File: config.mk
export PLATFORM = sky130hd
export DESIGN_NAME = tafs_front
export DESIGN_NICKNAME = d
export VERILOG_FILES = /design/src/rtl/tafs_pkg.sv /design/src/rtl/tafs_front.sv
export SDC_FILE = /design/constraint.sdc
export NUM_CORES = 2
export LEC_CHECK = 0
export BUFFER_PORTS_ARGS = -buffer_cell sky130_fd_sc_hd__buf_2
export CAP_MARGIN = 20
export CORE_MARGIN = 2
export CORE_UTILIZATION = 45
export CTS_BUF_LIST = sky130_fd_sc_hd__clkbuf_4
export CTS_CLUSTER_DIAMETER = 150
export DETAILED_ROUTE_END_ITERATION = 8
export PLACE_DENSITY = 0.58
export SYNTH_ARGS = -nofsm -noshare
export SYNTH_HDL_FRONTEND = slang
export SYNTH_SLANG_ARGS = --single-unit
File: constraint.sdc
create_clock -name clk -period 8.6 [get_ports clk]
set_input_delay 0.43 -clock clk [delete_from_list [all_inputs] [get_ports clk]]
set_output_delay 0.43 -clock clk [all_outputs]
set_load 0.1 [all_outputs]
File: src/rtl/tafs_pkg.sv
// Shared types, widths and the cosine boundary table for the angle unit.
package tafs_pkg;

	localparam int SIDE_W     = 16;
	localparam int COS_F      = 24;
	localparam int NUM_BOUNDS = 180;
	localparam int IDX_W      = 8;
	localparam int SQ_W       = 2 * SIDE_W;
	localparam int NUM_W      = 2 * SIDE_W + 3;
	localparam int DEN_W      = 2 * SIDE_W + 1;
	localparam int COS_W      = COS_F + 2;
	localparam int CMP_W      = NUM_W + COS_F + 2;
	localparam int ANG_W      = 8;
	localparam logic [ANG_W-1:0] ANGLE_MAX = ANG_W'(NUM_BOUNDS);

	typedef enum logic [1:0] {
		CLS_NORMAL = 2'd0,
		CLS_HIGH   = 2'd1,
		CLS_LOW    = 2'd2
	} tafs_cls_t;

	typedef struct packed {
		logic signed [NUM_W-1:0] num;
		logic [DEN_W-1:0]        den;
		tafs_cls_t               cls;
	} tafs_item_t;

	typedef logic signed [COS_W-1:0] cos_table_t [NUM_BOUNDS];

	// Boundary k is cos((2k+1)/2 deg) in Q1.COS_F, rounded half away from zero,
	// the upper half mirrored and negated.
	function automatic cos_table_t build_cos_table();
		cos_table_t t;
		real        x;
		real        v;
		int         r;
		for (int k = 0; k < NUM_BOUNDS / 2; k++) begin
			x = real'(2 * k + 1) * 3.14159265358979323846 / 360.0;
			v = $cos(x) * (2.0 ** COS_F);
			r = $rtoi(v + 0.5);
			t[k] = COS_W'(r);
			t[NUM_BOUNDS - 1 - k] = -COS_W'(r);
		end
		return t;
	endfunction

	localparam cos_table_t COS_TABLE = build_cos_table();

endpackage

File: src/rtl/tafs_front.sv
// Front end: forms squares, numerator and denominator, classifies the ratio.
module tafs_front (
	input  logic                     clk,
	input  logic                     arst_n,
	input  logic                     item_valid,
	output logic                     item_stall,
	input  logic [tafs_pkg::SIDE_W-1:0] side_a,
	input  logic [tafs_pkg::SIDE_W-1:0] side_b,
	input  logic [tafs_pkg::SIDE_W-1:0] side_c,
	input  logic                     q_full,
	output logic                     push,
	output tafs_pkg::tafs_item_t     push_item
);
	import tafs_pkg::*;

	logic [SQ_W-1:0] aa_s1, bb_s1, cc_s1, bc_s1;
	logic            v_s1;
	tafs_item_t      item_s2;
	logic            v_s2;
	logic            en;

	logic signed [NUM_W-1:0] num;
	logic [DEN_W-1:0]        den;
	tafs_cls_t               cls;

	assign en = !(v_s2 && q_full);
	assign item_stall = !en;

	always_comb begin
		num = $signed(NUM_W'(bb_s1) + NUM_W'(cc_s1)) - $signed(NUM_W'(aa_s1));
		den = {bc_s1, 1'b0};
		if (bc_s1 == '0 || num > $signed(NUM_W'(den)))
			cls = CLS_HIGH;
		else if (num < -$signed(NUM_W'(den)))
			cls = CLS_LOW;
		else
			cls = CLS_NORMAL;
	end

	always_ff @(posedge clk or negedge arst_n) begin
		if (!arst_n) begin
			v_s1 <= 1'b0;
			v_s2 <= 1'b0;
		end else if (en) begin
			v_s1 <= item_valid;
			v_s2 <= v_s1;
		end
	end

	always_ff @(posedge clk) begin
		if (en) begin
			aa_s1 <= side_a * side_a;
			bb_s1 <= side_b * side_b;
			cc_s1 <= side_c * side_c;
			bc_s1 <= side_b * side_c;
			item_s2.num <= num;
			item_s2.den <= den;
			item_s2.cls <= cls;
		end
	end

	assign push      = en && v_s2;
	assign push_item = item_s2;
endmodule

* Word-level counts from Yosys, hierarchy flattened
Index checks and enable logic that the tools add are counted.
** Storage, ports and cells
- Register bits after elaboration :: 198
- Bits in latches :: 0
- Bits in writable memories :: 0
- Bits in read-only memories :: 0
- Output and inout port bits :: 72
- Word-level logic and storage cells :: 24
- Memories :: 0
** Operators by class
- $add $sub $neg :: 3
- Multipliers :: 4
- Div/mod/pow operators :: 0
- Magnitude comparators :: 2
- Equality and inequality tests :: 0
- Shifts and indexed selects :: 0
- Mux-type cells :: 1
- Bitwise gates (word level) :: 0
- Reduce and logical (&&, ||, !) cells :: 5
** Operators by type and width (number)
- 16-bit by 16-bit multiplier with 32-bit output :: 4
- 34-bit by 35-bit less-than comparator with 1-bit output :: 1
- 33-bit negator with 35-bit output :: 1
- 34-bit > comparator :: 1
- 33-bit by 32-bit subtractor with 34-bit output :: 1
- 32-bit by 32-bit adder with 33-bit output :: 1
- 32-bit logical NOT :: 1
- 1-bit logical AND :: 2
- 2-bit two-way mux :: 1
- 1-bit logical NOT :: 1
- 1-bit logical OR :: 1

* Longest topological paths before layout
- Depth in word-level cells :: 4
- Gate-level depth with buffers :: 26

* Worst setup path after synthesis
OpenSTA, ideal clock, no wires.
- Kind :: input -> output
- Start point :: in q_full
- End point :: out item_stall
- Arrival time :: 6728 ps
- Required time :: 8170 ps
- Setup slack :: 1442 ps
- Stages on the path :: 2
- Path through :: nand2_1 -> inv_1
** On the way
- Word-level cells in the longest chain between the ends :: 1
** RTL lines
- from (decl) :: line tafs_front.sv:10 : input logic q_full,
- 1-bit logical AND :: line tafs_front.sv:26 : assign en = !(v_s2 && q_full);
- to (decl) :: line tafs_front.sv:6 : output logic item_stall,
Every way passes these cells.

* Worst setup path in the final report
- Start point :: in side_b[3] (netlist bit)
- End point :: reg bb_s1[31], data pin
** On the way
- Word-level cells in the longest chain between the ends :: 1
** RTL lines
- from (decl) :: line tafs_front.sv:8 : input logic [tafs_pkg::SIDE_W-1:0] side_b,
- 16-bit by 16-bit multiplier with 32-bit output :: line tafs_front.sv:53 : bb_s1 <= side_b * side_b;
- to (signal assigned) :: line tafs_front.sv:53
- to (decl) :: line tafs_front.sv:16 : logic [SQ_W-1:0] aa_s1, bb_s1, cc_s1, bc_s1;
Every way passes these cells.
A chain may end at the register's enable or synchronous reset.

==> impl_metrics.ini <==
[run_status]
status = completed

[routing]
wl_um = 95310
drt-pass1-iter-count = 5
ant_nets = 0
post-route-drc-count = 0
drt_iter0_markers = 1651
wl_per_cell_um = 17.27
routed_via_density = 5.060
vias = 27920

[yosys]
ys_seq_elements = 195
synth_xor_area_frac = 0.04158
syn_avg_cell_area_sq_um = 9.418
synth_flop_cell = edfxtp_1
synth-simple-area-share = 0.1152
synth_adder_area_share = 0.5085
synth_top_area_frac = 0.3520
syn_inst = 4294
synth-edff-count = 193
syn-cell-area_sq_mm = 0.04044
synth_compound_area_frac = 0.06949
synth_cell_types = 68
synthTopCellsByArea = fa_1 (35%), ha_1 (16%), edfxtp_1 (14%), inv_1 (11%), nand2_1 (3.8%)
synth_top_family_by_area = adder cells
ys_warn_count = 0
synthArstFlopShare = 0.01026
muxShareOfSynthArea = 0.001114
synth_top_area_cell = fa_1
synth_seq_area_share = 0.1445

[setup_path]
required_ns = 9.14
timing_worst_setup_path_type = primary input to flip-flop
cp_max_fo = 27
cp.arrival_ns = 7.36
startpoint_type = primary input
r2r_slack_ns = 2.05
critPathCaptureType = flip-flop

[sta]
slew_violations = 0
post-route-period-util = 0.7925
skew_ns = 0.04583
fmax_ghz = 0.1467
final-hold-violation-count = 0
slew-limit-headroom = 0.3124
setup_viol = 0
final.setup.tns_ns = 0
layout_min_cycle_time_ns = 6.816
tightest_slew_ns = 1.024
rsz0062_at_grt = no

[placed_design]
hpwl_um = 77600
port_buffers = 122
gp_congestion = 0.8430

[finish]
final_cell_mix = inv_1 (1163), fa_1 (711), ha_1 (506)
drive_gt1_frac = 0.04621
fill_cells = 8580
multi_input_area_sq_mm = 0.02978
nets = 5606
final_common_cell = inv_1
regArea_sq_mm = 0.005846
syn2layout_area_growth_pct = 5.226

[floorplanning]
core_area_sq_mm = 0.08878
rows = 109
initial_utilization = 0.4555
die_y_um = 303.8
fp.dieW_um = 303.8
io_pins = 124
dieArea_sq_mm = 0.09228

[clock_network]
clk_pin_slew_ns = 0.18
cts_tree = built
clk_latency_ns = 0.79
cts-buffers-inserted = 17
htree_levels = 4
post_cts_resized = 0
clock-root-buffer = clkbuf_4
cts_buffer_depth = 2
holdBufCountCts = 4
post_cts_buffers = 0
clock_sink_count = 195

[global_routing]
grt_max_degree = 149
first_global_vias = 28840
gr-usage-met3 = 0.03628
grt.met2_usage = 0.3448
busiest_layer = met2
antenna_found_initial = 4
grt_pass1_wl_um = 156500
overflow = 0
grtUsageTotal = 0.2172
grt_util_met1 = 0.3016

[run]
cap_violations = 0

[min_path]
min_path_type = primary input to flip-flop
==> layer usage <==
metal	share of wire	vias to the layer above
li1	-	13230
met1	0.45	13930
met2	0.46	668
met3	0.058	92
met4	0.036	0
met5	0	-
==> area by class of cell <==
cell class                      instances  area share
Multi-Input combinational cell       2815      0.6997
Sequential cell                       195      0.1374
Inverter                             1164      0.1027
Tap cell                             1165     0.03425
Timing Repair Buffer                  144     0.01876
Clock inverter                         14    0.003940
Clock buffer                           18    0.003175
Antenna cell                            2   0.0001176
==> state kept, by name, indices dropped and copies added, names as in the netlist <==
name,count
v_s2,1
cc_s1,31
bb_s1,31
push_item,68
aa_s1,31
bc_s1,32
v_s1,1
==> path summary, 6_finish.rpt <==
path	from	endpoint	depth (start not counted)
min reg2reg	v_s1	v_s2	1
max reg2reg	aa_s1[4]	push_item[0]	18
max	side_b[3]	bb_s1[31]	23
max in group asynchronous	arst_n	v_s1	3
min	side_a[1]	aa_s1[2]	2
min in group asynchronous	arst_n	v_s2	3
==> Yosys cell counts, drive strengths merged (4+ instances only) <==
library cell  instances
mux2                  4
o211ai                8
nor4                 13
nor3                 25
o31ai                10
ha                  506
edfxtp              193
fa                  711
a31oi                17
xnor2               145
nand2b               23
a211o                 7
nand2               412
nor2                126
o21bai               23
and2                240
a31o                  6
nand4                18
o21ai                72
or2                  11
a21oi               138
a21o                 76
inv                1163
a211oi               17
nand3                37
o311ai                4
and3                 17
a21boi                4
nor2b                31
a221oi                6
nor3b                 5
xor2                 47
clkbuf              119
o21a                 11
==> worst max-delay path, cell delays in order <==
cell and delay (ns):
buf_2 0.59, inv_1 0.51, nor2_1 0.30, ha_1 0.29, xor2_1 0.19, fa_1 0.54, inv_1 0.06, fa_1 0.49
fa_1 0.46, fa_1 0.51, inv_1 0.05, fa_1 0.48, inv_1 0.04, ha_1 0.34, a21o_1 0.20, a21o_1 0.16
a21o_1 0.18, nand3_1 0.10, a21oi_1 0.07, a221o_1 0.31, o41a_1 0.37, or4_1 0.48, and3_1 0.18
==> per-stage QoR <==
step,instances,hold slack [ns],setup WS [ns],instance area (sq um),utilization
2_1_floorplan,4295,0.1344,1.442,40450,-
3_3_place_gp,5479,0.2178,1.227,42210,0.4754
3_5_place_dp,5479,0.2201,1.047,42210,0.4754
4_1_cts,5515,0.1303,1.948,42550,0.4792
5_1_grt,5516,0.1677,1.568,42550,0.4793
6_report,5517,0.2374,1.784,42550,0.4793
==> cell families (layout without fill, tap and decap cells) <==
family                   after synthesis  in the layout
other                                  1              4
AO/OA/AOI/OAI                        433            433
flip-flops                           195            195
XOR/XNOR                             192            192
buffers and inverters               1285           1340
multiplexers                           4              4
adder cells (fa/ha/maj)             1217           1217
AND/OR/NAND/NOR                      967            967
Power is not shown: default switching activity piles up to over one toggle a cycle in this logic, so the estimate is an artifact.
