### config.mk
export PLATFORM = sky130hd
export DESIGN_NAME = tafs_queue
export DESIGN_NICKNAME = d
export VERILOG_FILES = /design/src/rtl/tafs_pkg.sv /design/src/rtl/tafs_queue.sv
export SDC_FILE = /design/constraint.sdc
export NUM_CORES = 1
export LEC_CHECK = 0
export BUFFER_PORTS_ARGS = -buffer_cell sky130_fd_sc_hd__buf_2
export CAP_MARGIN = 20
export CORE_MARGIN = 8
export CORE_UTILIZATION = 50
export CTS_CLUSTER_DIAMETER = 60
export DETAILED_ROUTE_END_ITERATION = 10
export PLACE_DENSITY = 0.76
export SETUP_SLACK_MARGIN = 0.4
export SLEW_MARGIN = 20
export SYNTH_ARGS = -nofsm -noshare
export SYNTH_HDL_FRONTEND = slang
export SYNTH_SLANG_ARGS = --single-unit
### constraint.sdc
create_clock -name clk -period 8.5 [get_ports clk]
set_clock_uncertainty 0.15 [all_clocks]
set_input_delay 1.7 -clock clk [delete_from_list [all_inputs] [get_ports clk]]
set_output_delay 1.7 -clock clk [all_outputs]
set_load 0.01 [all_outputs]
### src/rtl/tafs_pkg.sv
// Shared types, widths and the cosine boundary table for the angle unit.
package tafs_pkg;

	localparam int SIDE_W     = 16;
	localparam int COS_F      = 24;
	localparam int NUM_BOUNDS = 180;
	localparam int IDX_W      = 8;
	localparam int SQ_W       = 2 * SIDE_W;
	localparam int NUM_W      = 2 * SIDE_W + 3;
	localparam int DEN_W      = 2 * SIDE_W + 1;
	localparam int COS_W      = COS_F + 2;
	localparam int CMP_W      = NUM_W + COS_F + 2;
	localparam int ANG_W      = 8;
	localparam logic [ANG_W-1:0] ANGLE_MAX = ANG_W'(NUM_BOUNDS);

	typedef enum logic [1:0] {
		CLS_NORMAL = 2'd0,
		CLS_HIGH   = 2'd1,
		CLS_LOW    = 2'd2
	} tafs_cls_t;

	typedef struct packed {
		logic signed [NUM_W-1:0] num;
		logic [DEN_W-1:0]        den;
		tafs_cls_t               cls;
	} tafs_item_t;

	typedef logic signed [COS_W-1:0] cos_table_t [NUM_BOUNDS];

	// Boundary k is cos((2k+1)/2 deg) in Q1.COS_F, rounded half away from zero,
	// the upper half mirrored and negated.
	function automatic cos_table_t build_cos_table();
		cos_table_t t;
		real        x;
		real        v;
		int         r;
		for (int k = 0; k < NUM_BOUNDS / 2; k++) begin
			x = real'(2 * k + 1) * 3.14159265358979323846 / 360.0;
			v = $cos(x) * (2.0 ** COS_F);
			r = $rtoi(v + 0.5);
			t[k] = COS_W'(r);
			t[NUM_BOUNDS - 1 - k] = -COS_W'(r);
		end
		return t;
	endfunction

	localparam cos_table_t COS_TABLE = build_cos_table();

endpackage

### src/rtl/tafs_queue.sv
// Four-entry queue between front and back end.
module tafs_queue (
	input  logic                 clk,
	input  logic                 arst_n,
	input  logic                 push,
	input  tafs_pkg::tafs_item_t push_item,
	input  logic                 pop,
	output tafs_pkg::tafs_item_t head,
	output logic                 full,
	output logic                 empty
);
	import tafs_pkg::*;

	localparam int DEPTH = 4;
	localparam int PTR_W = $clog2(DEPTH);

	tafs_item_t       mem [DEPTH];
	logic [PTR_W-1:0] wr_q, rd_q;
	logic [PTR_W:0]   cnt_q;

	assign full  = cnt_q == (PTR_W+1)'(DEPTH);
	assign empty = cnt_q == '0;
	assign head  = mem[rd_q];

	always_ff @(posedge clk) begin
		if (push)
			mem[wr_q] <= push_item;
	end

	always_ff @(posedge clk or negedge arst_n) begin
		if (!arst_n) begin
			wr_q  <= '0;
			rd_q  <= '0;
			cnt_q <= '0;
		end else begin
			if (push)
				wr_q <= wr_q + 1'b1;
			if (pop)
				rd_q <= rd_q + 1'b1;
			cnt_q <= cnt_q + (PTR_W+1)'(push) - (PTR_W+1)'(pop);
		end
	end

	a_no_overflow: assert property (@(posedge clk) disable iff (!arst_n) !(push && full))
		else $error("queue push while full");
	a_no_underflow: assert property (@(posedge clk) disable iff (!arst_n) !(pop && empty))
		else $error("queue pop while empty");
	a_cnt_range: assert property (@(posedge clk) disable iff (!arst_n)
		cnt_q <= (PTR_W+1)'(DEPTH))
		else $error("queue count out of range");
endmodule

-- Yosys cells after proc, flatten, opt, wreduce, memory -nomap -nowiden
Memories as Yosys holds them, arrays and structs flattened.
Index checks and enable logic that the tools add are counted.
- flip-flop bits (word level): 7
- bits in writable memories: 280
- input port bits: 74
- output and inout port bits: 72
- word-level logic and storage cells: 12
- memories: 1
- $add $sub $neg: 4
- equality and inequality tests: 1
- mux-type cells: 2
- reduce and logical (&&, ||, !) cells: 1
- memories (name ; words ; bits a word ; rd ports ; clocked after memory_dff ; write ports ; line ; text):
    mem ; 4 ; 70 ; 1 ; 0 ; 1 ; tafs_queue.sv:17 ; tafs_item_t mem [DEPTH];
- operator list (operator ; count):
    adder 2 x 1 -> 2 bit, second input constant ; 2
    adder 3 x 1 -> 3 bit ; 1
    == test 3 bit, second input constant ; 1
    logical NOT 3 bit ; 1
    subtractor 3 x 1 -> 3 bit ; 1
    two-way mux 1 bit ; 2

-- Depth between registers and ports, before layout
Gate-level depths: netlist (run 1).
- depth in word-level cells: 2
- gate-level depth with buffers: 6
- gate-level depth less buffers: 6

-- Worst setup path before layout (run 1)
OpenSTA, ideal clock, no wires.
- path kind: input to register
- start: input push
- end: memory mem[0][0] (netlist bit) (enable)
- library setup time: 0.435 ns
- arrival: 3.340 ns
- required time: 7.915 ns
- path slack: 4.574 ns
- cell stages on the path: 1
- buffers on the path: 0
- path through: and2_1
- longest elaborated chain between the ends: 2
- ends and longest elaborated chain (item ; line ; text):
    start: declaration ; tafs_queue.sv:5 ; input logic push,
    two-way mux 1 bit ; tafs_queue.sv:26 ; if (push)
    two-way mux 1 bit (implied by the code) ; tafs_queue.sv:27 ; mem[wr_q] <= push_item;
    end: declaration ; tafs_queue.sv:17 ;
Every way passes these cells.

==> key figures, run 1 <==
Run status
  • Outcome: finished, final reports clean

GRT
  • GRT overflow: 0
  • Total track usage: 0.142
  • Global-route wire length before repair: 28.9 mm
  • Initial antenna violation count: 2
  • Vias in the first global route: 5231
  • Pin count of the biggest net entering global routing: 72

STA
  • Setup TNS: 0 ns
  • RSZ-0062 raised after global routing: no
  • Final worst path period share: 0.568
  • Slack of the critical path: 3.68 ns
  • # setup viols final: 0
  • Endpoints failing hold: 0
  • Worst slew margin: 0.280
  • Pins Over Slew Limit: 0
  • Tightest Pin Transition: 1.08 ns
  • Fin crit period: 4.82 ns
  • FMAX: 207 MHz

Setup path
  • Critical Path Fanout Max: 37
  • Critical Path End Type: output pin
  • Worst endpoint data arrival time: 2.97 ns
  • Crit path kind: reg -> out
  • Crit path launch type: flop
  • Crit path required time: 6.65 ns

Logic synthesis
  • Syn Area/Cell: 26.4 um^2
  • Register area share after synthesis: 0.812
  • Netlist cell types: 18
  • Synthesized net count: 481
  • Yosys warning total: 0
  • Synthesis-stage register bit count: 287
  • Syn Inst Count: 400
  • Area of the mapped netlist: 10600 um^2

Pwr
  • Pwr Density: 344 nW/um^2
  • Gate power share: 0.254
  • Sw Ratio: 0.281
  • Pint: 3.06 mW
  • Sequential Power Share: 0.478
  • Clock share of power: 0.268
  • Psw: 1.20 mW
  • Maximum vdd ir drop: 220 uV
  • Static Leak: 4.24 nW

Final layout
  • Multi-input logic area: 1780 um^2
  • Area Growth Syn to Fin: 17.1%
  • Ant diodes: 0
  • Fin nets: 644
  • Register area: 8590 um^2
  • Commonest non-fill, non-tap cell in the layout: edfxtp_1
  • Fillers: 1503
  • Ratio of cells with drive above 1 in the final layout: 0.445
  • Most frequent cells in the layout: edfxtp_1 (280), buf_2 (145), mux4_2 (68), clkbuf_16 (29), clkbuf_1 (11)

Route
  • Routed len/inst: 21.4 um
  • Via-per-instance ratio: 5.35
  • Overall routed net length: 18.4 mm
  • Antenna viol nets, final: 0
  • TritonRoute pass-1 iters: 6
  • Vias: 4592
  • DRC: 0
  • Starting DRT DRC Count: 239

Floorplanning
  • Io pins: 146
  • Chip width: 161 um
  • Die span in y: 161 um
  • Starting Density: 0.506
  • Die area: 26000 um^2
  • # rows: 53
  • Core area: 20900 um^2

Clock network
  • Clock Path Buffers: 3
  • H-tree Lvls: 1
  • Clock latency on the worst-skew pair: 0.52 ns
  • CTS tree: yes
  • Clk slew on worst S/H paths: 0.06 ns
  • Cts bufs inserted: 29
  • CTS-repair resized insts: 0
  • Setup Fix Bufs, Post-CTS: 0
  • CTS Sinks: 287
  • Root Buffer: clkbuf_16
  • Hold_buf cts: 0

Place
  • Post-place setup slack: 4.12 ns
  • Gpl congestion: 0.670
  • DP HPWL: 10.6 mm
  • PortBufs: 145

Hold path
  • HP Class: reg -> reg

Flow run
  • Number of max-cap violations: 0
[sequential cells by signal (all words and copies together), names as in the netlist]
signal  cells
mem       280
cnt_q       3
rd_q        2
wr_q        2
[power by group through the flow]
| stage | clock network, mW | registers (mW) | logic (mW) |
|---|---|---|---|
| final | 1.14 | 2.03 | 1.08 |
| after global routing | 1.22 | 2.07 | 1.17 |
| after CTS | 1.17 | 2.05 | 1.10 |
| after detailed placement | 0 | 2.08 | 1.10 |
| after global placement | 0 | 2.06 | 1.09 |
| after floorplan | 0 | 1.93 | 0.873 |
[metal layers]
| metal | vias up | share of wire | global-route usage |
|---|---|---|---|
| met5 | - | 0.0013 | 0 |
| met4 | 4 | 0.014 | 0.0345 |
| met3 | 31 | 0.070 | 0.0420 |
| met2 | 127 | 0.52 | 0.250 |
| met1 | 2387 | 0.39 | 0.168 |
| li1 | 2043 | - | - |
[synth_stat cells]
cell	instances	area [um^2]
dfrtp_1	7	175
mux4_2	68	1530
xor2_1	3	26.3
clkbuf_1	1	3.75
mux4_1	2	52.6
o21ai_0	1	5.00
edfxtp_1	280	8410
buf_2	7	35.0
ha_1	6	75.1
and2_1	4	25.0
buf_6	1	11.3
nand2_1	2	7.51
nor3_1	1	5.00
fa_1	1	20.0
and3_1	1	6.26
buf_12	7	140
inv_1	6	22.5
xnor2_1	2	17.5
[critical path, stage by stage, from the launching register on]
cell	delay, ns
dfrtp_4	0.93
buf_4	0.71
mux4_2	0.62
buf_2	0.16
[cell type report]
cell class,count,area share
clock inverters,9,0.00425
repair buffers,148,0.0625
inverters,6,0.00182
clock buffers,43,0.0653
flip-flops and latches,287,0.694
well taps,275,0.0278
multi-input cells,91,0.144
[stage by stage]
step	util	instances	instance area (um^2)	power, mW	hold slack (ns)
finish	0.592	859	12400	4.25	0.374
global route	0.592	859	12400	4.47	0.422
CTS	0.590	857	12300	4.32	0.379
detailed placement	0.549	805	11500	3.18	0.368
global placement	0.549	805	11500	3.15	0.355
floorplan	-	400	10600	2.81	0.341
[cell families (layout without fill, tap and decap cells)]
kind of cell,Yosys count,in the layout,share of synthesized area
flops,287,287,0.812
mux,70,70,0.150
buf+inv,22,206,0.0201
simple gates,8,8,0.00414
fa+ha+maj,7,7,0.00900
xor+xnor,5,5,0.00414
compound gates,1,1,0.000473
[final timing paths]
kind                               from          to  slack, ns  depth (start not counted)
worst max-delay path            rd_q[0]    head[19]       3.68                          3
worst min-delay path            wr_q[0]     wr_q[0]       0.37                          1
worst max register to register  wr_q[0]  mem[2][31]       6.39                          3
worst min register to register  wr_q[0]     wr_q[0]       0.37                          1
max in group asynchronous        arst_n     rd_q[1]       7.17                          1
min in group asynchronous        arst_n    cnt_q[0]       0.85                          1
(Power assumes the default switching activity.)
==> inputs of run 2 (changes only) <==
--- a/config.mk
+++ b/config.mk
@@ -11,7 +11,7 @@
 export CORE_UTILIZATION = 50
 export CTS_CLUSTER_DIAMETER = 60
 export DETAILED_ROUTE_END_ITERATION = 10
-export PLACE_DENSITY = 0.76
+export PLACE_DENSITY = 0.79
 export SETUP_SLACK_MARGIN = 0.4
 export SLEW_MARGIN = 20
 export SYNTH_ARGS = -nofsm -noshare
==> constraint.sdc (replaced) <==
create_clock -name clk -period 3.9 [get_ports clk]
set_clock_uncertainty 0.15 [all_clocks]
set_input_delay 0.78 -clock clk [delete_from_list [all_inputs] [get_ports clk]]
set_output_delay 0.78 -clock clk [all_outputs]
set_load 0.01 [all_outputs]
==> key figures, run 2 (same netlist as run 1, synthesis figures left out) <==
GRT
  • GRT overflow: 0
  • Total track usage: 0.141
  • Met2 usage: 0.245
  • Initial antenna violation count: 2
  • Most Used Layer, Global Route: met2
  • Global-route wire length before repair: 28.7 mm
  • M1 GR Usage: 0.172
  • Pin count of the biggest net entering global routing: 71
  • Routing usage on met3: 0.0382
  • Vias in the first global route: 5296

Clock network
  • Root Buffer: clkbuf_16
  • Cts bufs inserted: 29
  • Clock latency on the worst-skew pair: 0.52 ns
  • Clock Path Buffers: 3
  • Setup Fix Bufs, Post-CTS: 0
  • CTS Sinks: 287
  • H-tree Lvls: 1
  • CTS tree: yes
  • Clk slew on worst S/H paths: 0.06 ns

Floorplanning
  • Chip width: 161 um
  • Die span in y: 161 um
  • Core area: 20900 um^2
  • Io pins: 146
  • # rows: 53
  • Starting Density: 0.506
  • Die area: 26000 um^2

Route
  • TritonRoute pass-1 iters: 4
  • Routed len/inst: 21.4 um
  • Overall routed net length: 18.4 mm
  • Starting DRT DRC Count: 314
  • Antenna viol nets, final: 0
  • Vias: 4627
  • Via-per-instance ratio: 5.37
  • DRC: 0

Flow run
  • Number of max-cap violations: 0

Place
  • PortBufs: 145
  • Gpl congestion: 0.682
  • Dpl cell area: 11500 um^2
  • DP HPWL: 11.0 mm
  • Placed Cells: 807

Final layout
  • Most frequent cells in the layout: edfxtp_1 (280), buf_2 (145), mux4_2 (68), clkbuf_16 (29), clkinv_1 (7)
  • Fin nets: 647
  • Max reg flops: 280
  • Multi-input logic area: 1780 um^2
  • Commonest non-fill, non-tap cell in the layout: edfxtp_1
  • Fillers: 1500
  • Biggest register: mem
  • Area Growth Syn to Fin: 17.6%
  • Ratio of cells with drive above 1 in the final layout: 0.446
  • Post-route cell area: 12400 um^2
  • Non-Filler Instances: 861
  • Biggest regs: mem: 280 flops, cnt_q: 3 flops
  • Register area: 8590 um^2

STA
  • Final worst path period share: 0.827
  • Tightest Pin Transition: 1.08 ns
  • FMAX: 310 MHz
  • Endpoints failing hold: 0
  • Pins Over Slew Limit: 0
  • Setup TNS: 0 ns
  • Worst slew margin: 0.279
  • Fin crit period: 3.23 ns
  • RSZ-0062 raised after global routing: no
  • # setup viols final: 0

Pwr
  • Static Leak: 4.28 nW
  • Pwr Density: 750 nW/um^2
  • Power after layout: 9.31 mW
  • Maximum vdd ir drop: 466 uV

Setup path
  • WP buf/inv: 2
  • Worst endpoint data arrival time: 2.30 ns
  • Slowest stage cell, crit path: dfrtp_4
  • Crit path kind: reg -> out
  • Crit-path cells: buf_12 -> mux4_2 -> buf_2
  • Worst Reg-to-Reg Cells: 3
  • Critical Path Fanout Max: 27
  • Crit path launch type: flop
  • Critical Path End Type: output pin
  • Crit path required time: 2.97 ns
  • Crit path max-delay family: flip-flops
  • Worst path max stage delay: 0.73 ns
  • Crit. path cell count: 3

Hold path
  • HP Class: in -> reg
  • Worst Hold Depth: 1

Run status
  • Outcome: finished, final reports clean
run 2: cell types whose count changed in the layout (fill, tap and decap cells not counted), sizes merged:
cell,before,now
buf,148,150
clkinv,6,14
inv,7,6
diode,0,1
dlygate4sd3,0,1
bufinv,0,1
clkbuf,43,35
clkinvlp,2,0
run 2: through the flow:
stage          hold WS (ns)  setup slack [ns]   util
5_1_grt               0.299             0.503  0.595
4_1_cts               0.296             0.597  0.593
2_1_floorplan         0.334             0.894      -
6_report              0.322             0.673  0.595
3_3_place_gp          0.354              1.14  0.552
3_5_place_dp          0.373              1.16  0.552
run 2: power by group:
| group | internal, mW | switching (mW) | leakage, nW | total, mW |
|---|---|---|---|---|
| clock | 1.42 | 1.04 | 0.417 | 2.46 |
| combinational | 1.23 | 1.27 | 1.21 | 2.51 |
| sequential | 4.05 | 0.301 | 2.65 | 4.35 |
| total | 6.70 | 2.61 | 4.28 | 9.31 |
run 2: layer usage:
| metal | vias to the layer above | wire, um | share of wire |
|---|---|---|---|
| met1 | 2401 | 7200 | 0.39 |
| met3 | 27 | 1390 | 0.075 |
| met2 | 151 | 9480 | 0.51 |
| met4 | 2 | 360 | 0.020 |
| li1 | 2046 | - | - |
| met5 | - | 12 | 0.00065 |
run 2: worst paths after layout:
kind	from	end	slack (ns)
max	rd_q[0]	head[29]	0.67
min	push_item[42]	mem[0][42]	0.32
max reg2reg	wr_q[0]	mem[0][37]	1.76
min reg2reg	wr_q[0]	wr_q[0]	0.38
max in group asynchronous	arst_n	rd_q[0]	2.93
min in group asynchronous	arst_n	cnt_q[2]	0.48
run 2: area by class of cell:
| cell class | count | share of cell area |
|---|---|---|
| sequential | 287 | 0.691 |
| multi-input combinational | 91 | 0.143 |
| timing repair buffer | 151 | 0.0673 |
| clock buffer | 35 | 0.0602 |
| tap | 275 | 0.0277 |
| clock inverter | 15 | 0.00796 |
| inverter | 6 | 0.00181 |
| antenna | 1 | 0.000201 |
run 2: repair_timing:
item,4_1_cts,5_1_grt
endpoints found under the hold margin,7,0
hold buffers,1,0
gates resized for setup,0,0
==> inputs of run 3 (changes only) <==
--- a/config.mk
+++ b/config.mk
@@ -11,7 +11,7 @@
 export CORE_UTILIZATION = 50
 export CTS_CLUSTER_DIAMETER = 60
 export DETAILED_ROUTE_END_ITERATION = 10
-export PLACE_DENSITY = 0.79
+export PLACE_DENSITY = 0.76
 export SETUP_SLACK_MARGIN = 0.4
 export SLEW_MARGIN = 20
 export SYNTH_ARGS = -nofsm -noshare
==> constraint.sdc (replaced) <==
create_clock -name clk -period 3.4 [get_ports clk]
set_clock_uncertainty 0.15 [all_clocks]
set_input_delay 0.68 -clock clk [delete_from_list [all_inputs] [get_ports clk]]
set_output_delay 0.68 -clock clk [all_outputs]
set_load 0.01 [all_outputs]
==> key figures, run 3 (same netlist as run 1, synthesis figures left out) <==
Run status
  • Outcome: finished, final reports clean

Setup path
  • Worst endpoint data arrival time: 2.04 ns
  • Worst Reg-to-Reg Cells: 4
  • Slowest stage cell, crit path: mux4_2
  • WP buf/inv: 2
  • Crit-path cells: buf_12 -> mux4_2 -> buf_2
  • Critical Path Fanout Max: 31
  • Worst path max stage delay: 0.57 ns
  • Crit path required time: 2.57 ns
  • Crit path launch type: flop
  • Critical Path End Type: output pin
  • Crit path kind: reg -> out
  • Crit path max-delay family: multiplexers
  • Crit. path cell count: 3

Route
  • Via-per-instance ratio: 5.44
  • DR WL met2: 10.5 mm
  • Highest metal used: met5
  • Wire length on met3: 1.35 mm
  • Antenna viol nets, final: 0
  • TritonRoute pass-1 iters: 6
  • Vias: 4719
  • DRC: 0
  • Routed len/inst: 22.3 um
  • Overall routed net length: 19.4 mm
  • Starting DRT DRC Count: 322
  • Met1 WL: 7.28 mm

Place
  • DP HPWL: 11.6 mm
  • Gpl congestion: 0.683
  • PortBufs: 145
  • Post-place setup slack: 0.754 ns

Clock network
  • Cts bufs inserted: 28
  • CTS Sinks: 287
  • Root Buffer: clkbuf_16
  • Clock Path Buffers: 3
  • CTS-repair resized insts: 0
  • H-tree Lvls: 1
  • Clk slew on worst S/H paths: 0.06 ns
  • CTS tree: yes
  • Clock latency on the worst-skew pair: 0.52 ns

Pwr
  • Static Leak: 4.33 nW
  • Maximum vdd ir drop: 457 uV
  • Pwr Density: 864 nW/um^2

Floorplanning
  • Io pins: 146
  • Die span in y: 161 um
  • Starting Density: 0.506
  • # rows: 53
  • Chip width: 161 um
  • Die area: 26000 um^2
  • Core area: 20900 um^2

STA
  • FMAX: 349 MHz
  • RSZ-0062 raised after global routing: no
  • Final worst path period share: 0.844
  • Worst slew margin: 0.647
  • Tightest Pin Transition: 0.530 ns
  • # setup viols final: 0
  • Pins Over Slew Limit: 0
  • Setup TNS: 0 ns
  • Slack of the critical path: 0.531 ns
  • Endpoints failing hold: 0
  • Fin crit period: 2.87 ns

GRT
  • Global-route wire length before repair: 30.3 mm
  • Vias in the first global route: 5274
  • Total track usage: 0.150
  • GRT overflow: 0
  • Pin count of the biggest net entering global routing: 42
  • Initial antenna violation count: 1

Final layout
  • Max reg flops: 280
  • Biggest register: mem
  • Area Growth Syn to Fin: 18.6%
  • Fin nets: 653
  • Commonest non-fill, non-tap cell in the layout: edfxtp_1
  • Biggest regs: mem: 280 flops, cnt_q: 3 flops
  • Most frequent cells in the layout: edfxtp_1 (280), buf_2 (145), mux4_2 (68), clkbuf_16 (29), clkbuf_1 (8)
  • Ant diodes: 0
  • Ratio of cells with drive above 1 in the final layout: 0.454

Flow run
  • Number of max-cap violations: 0

Hold path
  • HP Class: in -> reg
  • Worst Hold Depth: 1
run 3: cell count changes in the layout (fill, tap and decap cells not counted), moves of 2 or more:
cell	previous run	this run
clkinv_1	7	5
buf_4	0	3
buf_12	5	7
clkbuf_1	6	8
run 3: worst register-to-register path, stage by stage (launching register included):
cell and delay [ns]:
dfrtp_1 0.42, inv_1 0.11, ha_1 0.15, and2_4 0.48, buf_12 0.36
run 3: per-stage QoR:
stage	hold slack, ns	utilization	instances	instance area [um^2]	total power, mW
final	0.221	0.600	868	12500	10.8
after detailed placement	0.370	0.556	812	11600	8.09
after global routing	0.197	0.600	868	12500	11.4
after CTS	0.196	0.600	868	12500	11.1
after global placement	0.355	0.556	812	11600	8.00
after floorplan	0.234	-	400	10600	7.02
run 3: report_power, final:
| part | total, mW | leakage (nW) | internal [mW] | switching [mW] |
|---|---|---|---|---|
| Sequential | 4.86 | 2.65 | 4.64 | 0.221 |
| Clock | 2.82 | 0.417 | 1.63 | 1.19 |
| Combinational | 3.15 | 1.26 | 1.51 | 1.64 |
run 3: final timing paths:
kind                                    start    endpoint  slack [ns]
worst max-delay path                  rd_q[0]    head[56]        0.53
worst min-delay path            push_item[52]  mem[2][52]        0.22
worst max register to register        wr_q[0]  mem[0][34]        1.41
worst min register to register        wr_q[0]     wr_q[0]        0.38
max in group asynchronous              arst_n     rd_q[1]        2.54
min in group asynchronous              arst_n    cnt_q[2]        0.38
run 3: cell type report:
class / instances / area [um^2]
well taps: 275 / 344
inverters: 6 / 22.5
multi-input cells: 91 / 1780
clock inverters: 14 / 95.1
repair buffers: 158 / 941
clock buffers: 37 / 756
fillers: 1515 / 8360
flip-flops and latches: 287 / 8590
run 3: per-layer routing:
metal  vias up  GRT usage
met1      2485      0.170
met2       151      0.276
met3        28     0.0435
met4         2     0.0311
met5         -          0
li1       2053          -
run 3: repair_timing:
| action | 4_1_cts | 5_1_grt |
|---|---|---|
| setup buffers | 4 | 0 |
| endpoints found under the setup margin | 52 | 0 |
| hold endpoints to repair | 7 | 0 |
| hold buffers | 1 | 0 |
